--- src/hw/rtl/descending_key_insertion_sorter_macros.svh ---
// assertion macros for the descending key insertion sorter
// depends on clk and rst_n being visible in the module that uses them
`ifndef DESCENDING_KEY_INSERTION_SORTER_MACROS_SVH
`define DESCENDING_KEY_INSERTION_SORTER_MACROS_SVH

// same-cycle implication, checked outside reset
`define DKIS_ASSERT_IMP(label, ante, cons) \
    label: assert property (@(posedge clk) disable iff (!rst_n) (ante) |-> (cons)) \
        else $error("dkis same-cycle check failed");

// next-cycle implication, checked outside reset
`define DKIS_ASSERT_NEXT(label, ante, cons) \
    label: assert property (@(posedge clk) disable iff (!rst_n) (ante) |=> (cons)) \
        else $error("dkis next-cycle check failed");

`endif

--- src/hw/rtl/dkis_pkg.sv ---
// shared types and constants for the descending key insertion sorter
// no dependencies
`timescale 1ns / 1ps

package dkis_pkg;

    localparam int DEPTH    = 16;
    localparam int KEY_BITS = 16;
    localparam int TAG_BITS = 8;

    // one rank slot as seen by its neighbors
    typedef struct packed {
        logic                valid;
        logic [KEY_BITS-1:0] key;
        logic [TAG_BITS-1:0] tag;
    } entry_t;

    // row-wide strobes
    typedef struct packed {
        logic insert;
        logic pop;
    } ctrl_t;

endpackage

--- src/hw/rtl/dkis_cell.sv ---
// one rank cell of the sorting row: compare, shift down on insert, shift up on pop
// depends on dkis_pkg
`timescale 1ns / 1ps

module dkis_cell
    import dkis_pkg::*;
(
    input  logic                clk,
    input  logic                rst_n,
    input  ctrl_t               ctrl,
    input  logic [KEY_BITS-1:0] new_key,
    input  logic [TAG_BITS-1:0] new_tag,
    input  logic                prev_take,
    input  entry_t              prev_entry,
    input  entry_t              next_entry,
    output logic                take,
    output entry_t              entry
);

    logic                valid_reg;
    logic                valid_next;
    logic [KEY_BITS-1:0] key_reg;
    logic [KEY_BITS-1:0] key_next;
    logic [TAG_BITS-1:0] tag_reg;
    logic [TAG_BITS-1:0] tag_next;

    // new item belongs at or above this rank
    assign take  = !valid_reg || (key_reg < new_key);
    assign entry = '{valid: valid_reg, key: key_reg, tag: tag_reg};

    always_comb
    begin
        priority if (ctrl.insert && take)
        begin
            if (prev_take)
            begin
                valid_next = prev_entry.valid;
                key_next   = prev_entry.key;
                tag_next   = prev_entry.tag;
            end
            else
            begin
                valid_next = 1'b1;
                key_next   = new_key;
                tag_next   = new_tag;
            end
        end
        else if (ctrl.pop)
        begin
            valid_next = next_entry.valid;
            key_next   = next_entry.key;
            tag_next   = next_entry.tag;
        end
        else
        begin
            valid_next = valid_reg;
            key_next   = key_reg;
            tag_next   = tag_reg;
        end
    end

    always_ff @(posedge clk or negedge rst_n)
    begin
        if (!rst_n)
        begin
            valid_reg <= 1'b0;
        end
        else
        begin
            valid_reg <= valid_next;
        end
    end

    always_ff @(posedge clk)
    begin
        key_reg <= key_next;
        tag_reg <= tag_next;
    end

endmodule

--- src/hw/rtl/descending_key_insertion_sorter.sv ---
// top level of the descending key insertion sorter: row of rank cells plus drain control
// depends on dkis_pkg, dkis_cell and descending_key_insertion_sorter_macros.svh
`timescale 1ns / 1ps
//
// channel   direction  handshake             payload
// input     in         in_valid / in_stall   key, tag, last
// output    out        out_valid / out_stall sorted_key, sorted_tag, end_of_list, overflow
//
// an item without last is inserted when accepted; items can follow back to back while no drain runs
// an item with last is inserted likewise, then the list drains one rank per
// accepted output, with the input stalled meanwhile
// the drain shifts the cell row up by one rank each time an output is taken
// reset clears the cell valid bits, the drain flag and the overflow flag
// a stalled output holds, since the row only shifts on an accepted item

`include "descending_key_insertion_sorter_macros.svh"

module descending_key_insertion_sorter
    import dkis_pkg::*;
(
    input  logic                clk,
    input  logic                rst_n,
    input  logic                in_valid,
    output logic                in_stall,
    input  logic [KEY_BITS-1:0] key,
    input  logic [TAG_BITS-1:0] tag,
    input  logic                last,
    output logic                out_valid,
    input  logic                out_stall,
    output logic [KEY_BITS-1:0] sorted_key,
    output logic [TAG_BITS-1:0] sorted_tag,
    output logic                end_of_list,
    output logic                overflow
);

    logic        drain_reg;
    logic        drain_next;
    logic        overflowed_reg;
    logic        overflowed_next;
    ctrl_t       ctrl;
    logic        in_acc;
    logic        out_acc;
    entry_t      cell_entry [DEPTH];
    logic        cell_take  [DEPTH];
    logic [DEPTH-1:0] valid_vec;
    logic [DEPTH-1:0] valid_inc;

    // handshake: input stalls for the whole drain
    assign in_stall  = drain_reg;
    assign in_acc    = in_valid && !in_stall;
    assign out_valid = drain_reg && cell_entry[0].valid;
    assign out_acc   = out_valid && !out_stall;

    assign ctrl = '{insert: in_acc, pop: out_acc};

    // head of the row is the next result
    assign sorted_key  = cell_entry[0].key;
    assign sorted_tag  = cell_entry[0].tag;
    assign end_of_list = !cell_entry[1].valid;
    assign overflow    = overflowed_reg;

    // the rank cells, each talking to its neighbors only
    for (genvar i = 0; i < DEPTH; i++)
    begin : g_cell
        logic   prev_take;
        entry_t prev_entry;
        entry_t next_entry;

        if (i == 0)
        begin : g_head
            assign prev_take  = 1'b0;
            assign prev_entry = '0;
        end
        else
        begin : g_body
            assign prev_take  = cell_take[i-1];
            assign prev_entry = cell_entry[i-1];
        end

        if (i == DEPTH - 1)
        begin : g_tail
            assign next_entry = '0;
        end
        else
        begin : g_inner
            assign next_entry = cell_entry[i+1];
        end

        dkis_cell u_cell (
            .clk        (clk),
            .rst_n      (rst_n),
            .ctrl       (ctrl),
            .new_key    (key),
            .new_tag    (tag),
            .prev_take  (prev_take),
            .prev_entry (prev_entry),
            .next_entry (next_entry),
            .take       (cell_take[i]),
            .entry      (cell_entry[i])
        );

        assign valid_vec[i] = cell_entry[i].valid;
    end

    assign valid_inc = valid_vec + DEPTH'(1);

    // drain control and the sticky drop flag
    always_comb
    begin
        drain_next      = drain_reg;
        overflowed_next = overflowed_reg;
        priority if (in_acc)
        begin
            // a full row drops one entry on every insert
            if (cell_entry[DEPTH-1].valid)
            begin
                overflowed_next = 1'b1;
            end
            if (last)
            begin
                drain_next = 1'b1;
            end
        end
        else if (out_acc && end_of_list)
        begin
            drain_next      = 1'b0;
            overflowed_next = 1'b0;
        end
        else
        begin
            drain_next      = drain_reg;
            overflowed_next = overflowed_reg;
        end
    end

    always_ff @(posedge clk or negedge rst_n)
    begin
        if (!rst_n)
        begin
            drain_reg      <= 1'b0;
            overflowed_reg <= 1'b0;
        end
        else
        begin
            drain_reg      <= drain_next;
            overflowed_reg <= overflowed_next;
        end
    end

    // valid ranks always form a prefix of the row
    `DKIS_ASSERT_IMP(a_valid_prefix, 1'b1, (valid_vec & valid_inc) == '0)
    // the first two valid ranks are in descending key order
    `DKIS_ASSERT_IMP(a_row_sorted, cell_entry[1].valid, cell_entry[0].key >= cell_entry[1].key)
    // a last item starts a drain with at least one rank
    `DKIS_ASSERT_NEXT(a_last_drains, in_acc && last, drain_reg && cell_entry[0].valid)
    // taking the final rank empties the row and leaves drain mode
    `DKIS_ASSERT_NEXT(a_drain_clears, out_acc && end_of_list,
        !drain_reg && !overflowed_reg && valid_vec == '0)

endmodule
--- config.mk ---
export PLATFORM = sky130hd
export DESIGN_NAME = descending_key_insertion_sorter
export DESIGN_NICKNAME = d
export VERILOG_FILES = /design/src/hw/rtl/dkis_pkg.sv /design/src/hw/rtl/dkis_cell.sv /design/src/hw/rtl/descending_key_insertion_sorter.sv
export VERILOG_INCLUDE_DIRS = /design/src /design/src/hw/rtl
export SDC_FILE = /design/constraint.sdc
export NUM_CORES = 1
export LEC_CHECK = 0
export ABC_AREA = 0
export BUFFER_PORTS_ARGS = -buffer_cell sky130_fd_sc_hd__buf_2
export CORE_UTILIZATION = 36
export CTS_CLUSTER_DIAMETER = 150
export CTS_CLUSTER_SIZE = 25
export DETAILED_ROUTE_END_ITERATION = 10
export HOLD_SLACK_MARGIN = 0.06
export PLACE_DENSITY = 0.48
export SETUP_SLACK_MARGIN = 0.3
export SYNTH_ARGS = -nofsm -noshare
export SYNTH_HDL_FRONTEND = slang
export SYNTH_SLANG_ARGS = --single-unit
--- constraint.sdc ---
create_clock -name clk -period 5.1 [get_ports clk]
set_input_delay 0.51 -clock clk [delete_from_list [all_inputs] [get_ports clk]]
set_output_delay 0.51 -clock clk [all_outputs]
set_load 0.1 [all_outputs]
==> results of run 1 <==
cell usage after synthesis (10+ instances only):
cell type	number	area, um^2
ha_1	240	3000
nand2b_1	21	131
inv_1	29	109
o21ai_0	130	651
o211ai_1	13	97.6
mux2_2	164	1850
a21o_1	16	120
mux2i_1	232	2320
buf_2	41	205
o21a_1	13	97.6
edfxtp_1	384	11500
dfrtp_1	18	450
a31oi_1	57	357
nor3b_1	12	90.1
nor2_1	215	807
nand2_1	146	548
a21oi_1	366	1830
clkbuf_1	128	480
nand3_1	32	160
buf_4	12	90.1
and4_1	28	245
a211o_1	10	87.6
a22oi_1	32	240
stage by stage:
stage                util  instance area [um^2]  total power, W
floorplan               -                 26400          0.0149
global placement    0.391                 28100          0.0183
detailed placement  0.391                 28100          0.0186
CTS                 0.400                 28800          0.0205
global route        0.400                 28800          0.0218
finish              0.400                 28800          0.0205
worst max-delay path, cell delays in order:
cell and delay (ps):
buf_2 140, inv_1 770, ha_1 390, a41oi_1 150, o21ai_0 120, a22o_1 250
o41ai_4 230, buf_4 410, and2_1 210, buf_4 290, mux2_2 380
power by group:
part,internal (W),switching [W]
clock,0.000768,0.00118
combinational,0.00386,0.00625
sequential,0.00645,0.00200
total,0.0111,0.00944
kinds of logic after synthesis:
family	Yosys count	share of synthesized area
AOI/OAI and AO/OA	710	0.157
and+or+nand+nor	485	0.0824
DFF	402	0.454
muxes	396	0.158
adders and majority gates	240	0.114
buffers and inverters	215	0.0348
worst paths after layout:
check | from | slack [ps] | endpoint
hold / removal | last | 160 | in_stall
setup / recovery | key[5] | 1590 | g_cell[13].u_cell.tag_reg[2]
setup reg to reg | g_cell[12].u_cell.key_reg[15] | 1770 | g_cell[13].u_cell.tag_reg[2]
max in group asynchronous | rst_n | 4120 | g_cell[2].u_cell.valid_reg
min in group asynchronous | rst_n | 510 | g_cell[6].u_cell.valid_reg
hold reg to reg | overflow | 520 | overflow
area by class of cell:
| cell class | count | area [um^2] |
|---|---|---|
| Fill cell | 6968 | 43200 |
| Multi-Input combinational cell | 1831 | 13700 |
| Clock buffer | 34 | 553 |
| Inverter | 29 | 109 |
| Tap cell | 950 | 1190 |
| Timing Repair Buffer | 161 | 1150 |
| Sequential cell | 402 | 12000 |
| Clock inverter | 2 | 46.3 |
metal layers:
layer / track usage / routed length, um / vias up
met1: 0.315 / 39500 / 10166
li1: - / - / 9285
met2: 0.420 / 44700 / 652
met5: 0 / 0 / -
met3: 0.0214 / 4200 / 179
met4: 0.100 / 4200 / 0
==> run_results.csv, run 1 <==
group,metric,value,unit
clocking,worstSkewPairLatency,600,ps
timing,maxClockFrequency,0.285,GHz
drt,routed_wl,92600,um
grt,grt_first_pass_wirelength,135000,um
placement,placed_cells_incl_taps,3372,
clocking,cts-hold-fix-buffers,1,
synthesis,synth-edff-count,384,
placement,pre_cts_slack,1080,ps
final_layout,max_ffs_per_register,256,
clocking,cts_inserted_buffers,20,
grt,first_global_vias,20377,
timing,setup_ws,1590,ps
synthesis,synth-warning-count,0,
synthesis,synth.yosys.seq_area_share,0.454,
worst_setup_path,path_max_fanout,30,
synthesis,syn_area,26400,um^2
clocking,numClockSinks,402,
timing,max-slew-margin-rel,0.205,
worst_setup_path,worst-endpoint-required,5460,ps
timing,clock_skew,34.0,ps
min_path,hold_class,"primary input to flop",
grt,grt_remaining_overflow,0,
job,max-cap-violations,0,
drt,ant_nets,0,
timing,grt_setup_unrepaired,"no",
worst_setup_path,timing.setup.critical_path_class,"primary input to flop",
worst_setup_path,cp-end-kind,"flop",
timing,fin_crit_sh,0.688,
die,fp.coreArea,72000,um^2
clocking,post_cts.repair.setup_buffers,0,
timing,tightestPinTransition,1190,ps
die,die_x,273,um
final_layout,layout_common_cells,"edfxtp_1, a21oi_1, ha_1, mux2i_1, nor2_1",
timing,fin_hold_ws,156,ps
synthesis,synth-seq-cells,402,
min_path,timing.hold.worst_path_depth,2,
die,placementRows,98,
clocking,clk_path_buf_depth,3,
grt,globalRouteTotalUtil,0.244,
synthesis,synth_area_per_cell,10.8,um^2
clocking,postCtsResizedCells,0,
final_layout,layout.cells.most_common,"edfxtp_1",
die,die_h,273,um
placement,buffer_ports.inserted,56,
grt,grt_start_max_net_pins,50,
timing,timing.final.crit_period,3510,ps
placement,place_congestion,0.872,
timing,hold_violations,0,
synthesis,synth.lib_cells_used.distinct,58,
drt,wl_per_cell,27.2,um
drt,route.detailed.drc,0,
synthesis,ys_async_sr_fraction,0.0448,
grt,grt_antenna_before_repair,0,
drt,via_per_inst,5.95,
power,power.ir.vdd_worst,0.482,mV
final_layout,area_growth,8.93,%
timing,maxSlewViolCount,0,
die,design.die.area,74400,um^2
clocking,htreeDepth,1,
power,p_leak,11.8,nW
clocking,tritoncts,"done",
placement,dpl.hpwl,66700,um
status,status,"finished clean",
worst_setup_path,timing.reg2reg.worst_path_depth,8,
drt,detailedRoute.firstIterationViolations,1541,
final_layout,post_route_cells_drive_above_1_share,0.155,
die,design.portCount,57,
clocking,cts.reportedPaths.clkPinSlew,100,ps
final_layout,number_of_nets_in_the_final_layout,2714,
timing,setup_viol,0,
power,power-per-cell-area,714,nW/um^2
final_layout,final-instance-count-excl-fill,3409,
drt,first_pass_iters,5,
die,initial_utilization,0.367,
drt,dr_total_vias,20282,
synthesis,postSynthNetCount,2717,
synthesis,synth_cells,2448,
worst_setup_path,worst_ep_arrival_time,3860,ps
clocking,cts-root-buf,"clkbuf_16",
final_layout,n_antenna_cell,0,
synthesis,ys_flop_type,"edfxtp_1",
worst_setup_path,worstSetupStartpointType,"primary input",
timing,finalSetupTns,0,ps
No activity file was read; power rests on OpenSTA's default activity.
==> inputs of run 2 (changes only) <==
Settings changed: PLACE_DENSITY 0.48 to 0.5.
Clock period 5.1 ns to 3.18 ns, I/O delays scaled along.
==> run_results.csv, run 2 (synthesis results as in run 1) <==
group,metric,value,unit
status,status,"finished clean",
grt,grt_start_max_net_pins,50,
power,power-per-cell-area,1110,nW/um^2
power,p_int,0.0186,W
worst_setup_path,cell_with_the_largest_stage_delay_on_the_worst_path,"edfxtp_1",
drt,route.detailed.drc,0,
drt,routed_wl,76500,um
grt,groute.layer.met3.usage,0.0139,
final_layout,max_ffs_per_register,256,
grt,grt_antenna_before_repair,3,
worst_setup_path,worstSetupStartpointType,"flop",
timing,fin_crit_sh,0.905,
timing,timing.final.crit_period,2880,ps
clocking,numClockSinks,402,
power,clock_power_share,0.094,
timing,tightestPinTransition,862,ps
clocking,clk_path_buf_depth,3,
die,placementRows,98,
grt,globalRouteMet2Util,0.342,
timing,setup_ws,303,ps
power,switching_share,0.437,
placement,place_congestion,0.849,
die,die_x,273,um
final_layout,post_route_cells_drive_above_1_share,0.188,
timing,hold_violations,0,
final_layout,area_growth,12.8,%
power,p_leak,12.3,nW
clocking,htreeDepth,1,
power,share_seq_of_total_power,0.387,
worst_setup_path,timing.critical_path.slowest_cell_delay,490,ps
grt,grt_remaining_overflow,0,
die,design.die.area,74400,um^2
worst_setup_path,worst-endpoint-required,3510,ps
timing,clock_skew,36.4,ps
clocking,cts_inserted_buffers,20,
timing,maxClockFrequency,0.348,GHz
worst_setup_path,timing.setup.critical_path_class,"flop to flop",
grt,grt_first_pass_wirelength,117000,um
die,design.portCount,57,
drt,dr_total_vias,19337,
grt,top_usage_layer,"met2",
drt,first_pass_iters,9,
placement,buffer_ports.inserted,56,
worst_setup_path,path_max_fanout,8,
final_layout,layout.cells.most_common,"edfxtp_1",
final_layout,number_of_nets_in_the_final_layout,2749,
job,max-cap-violations,0,
grt,globalRouteTotalUtil,0.199,
die,initial_utilization,0.367,
final_layout,layout_common_cells,"edfxtp_1, a21oi_1, ha_1, mux2i_1, nor2_1",
drt,ant_nets,0,
placement,pre_cts_slack,5.17,ps
clocking,worstSkewPairLatency,570,ps
die,fp.coreArea,72000,um^2
placement,dpl.hpwl,59100,um
timing,maxSlewViolCount,0,
clocking,tritoncts,"done",
power,report.power.total,0.0330,W
grt,first_global_vias,19242,
min_path,hold_class,"primary input to asynchronous set/reset pin",
drt,via_per_inst,5.61,
drt,wl_per_cell,22.2,um
worst_setup_path,crit_path_cell_trace,"ha_4, a21o_1, a221o_1, a211o_1, o31ai_4, buf_6, buf_12, mux2i_2, a21oi_1",
timing,setup_viol,0,
clocking,cts.reportedPaths.clkPinSlew,110,ps
grt,globalRouteMet1Util,0.274,
power,power.ir.vdd_worst,0.644,mV
final_layout,fin_util,0.414,
worst_setup_path,worst_ep_arrival_time,3200,ps
power,switchingPower,0.0144,W
worst_setup_path,cp-end-kind,"flop",
drt,detailedRoute.firstIterationViolations,1269,
die,die_h,273,um
clocking,cts-root-buf,"clkbuf_16",
timing,grt_setup_unrepaired,"yes",
power,comb_power_share,0.519,
timing,max-slew-margin-rel,0.425,
timing,fin_hold_ws,255,ps
-- run 2: cell count changes in the layout (fill, tap and decap cells not counted), sizes merged --
cell         change
buf             +28
clkbuf           +4
clkinv           -1
diode            +1
dlygate4sd3      +1
nand2b           +2
o21ai            +1
-- run 2: final cells by class --
| class | instances | area (um^2) |
|---|---|---|
| multi-input combinational | 1834 | 14200 |
| inverter | 29 | 194 |
| clock inverter | 1 | 30.0 |
| antenna | 1 | 2.50 |
| timing repair buffer | 193 | 1640 |
| fill | 6856 | 42200 |
| tap | 950 | 1190 |
| clock buffer | 35 | 578 |
| sequential | 402 | 12000 |
-- run 2: power groups by stage --
stage / Sequential, W / Combinational (W) / Clock, W
global placement: 0.0128 / 0.0161 / 0
CTS: 0.0128 / 0.0167 / 0.00323
floorplan: 0.0129 / 0.0115 / 0
finish: 0.0128 / 0.0172 / 0.00311
detailed placement: 0.0129 / 0.0166 / 0
global route: 0.0131 / 0.0189 / 0.00336
-- run 2: through the flow --
step,std cells,TNS (ps),cell area [um^2]
4_1_cts,3419,0,29400
6_report,3445,0,29800
3_3_place_gp,3378,0,28700
3_5_place_dp,3378,0,28700
5_1_grt,3444,0,29800
2_1_floorplan,2448,-3000,27200
-- run 2: final timing paths --
check | start | end | slack, ps | depth (start not counted)
setup / recovery | g_cell[3].u_cell.key_reg[9] | g_cell[4].u_cell.tag_reg[6] | 300 | 9
hold / removal | rst_n | overflow | 250 | 2
setup reg to reg | g_cell[3].u_cell.key_reg[9] | g_cell[4].u_cell.tag_reg[6] | 300 | 9
hold reg to reg | overflow | overflow | 540 | 1
max in group asynchronous | rst_n | in_stall | 2460 | 2
min in group clk | tag[5] | g_cell[3].u_cell.tag_reg[5] | 320 | 3
-- run 2: layer usage --
layer | routed length, um | up-vias
li1 | - | 9362
met1 | 35200 | 9452
met2 | 37100 | 446
met3 | 2610 | 77
met4 | 1630 | 0
met5 | 0 | -
-- run 2: timing repair --
item,CTS,global route
setup buffers,2,19
pin swaps,4,15
setup endpoints to repair,115,173
hold buffers,2,0
endpoints found under the hold margin,19,0
resized for setup,6,37
gates cloned,1,6
-- run 2: critical path, delay by kind of cell, from the launching register on --
family	cells	cell delay, ps
flip-flops	1	490
buffers and inverters	2	300
AO/OA/AOI/OAI	5	1330
adder cells (fa/ha/maj)	1	250
multiplexers	1	240
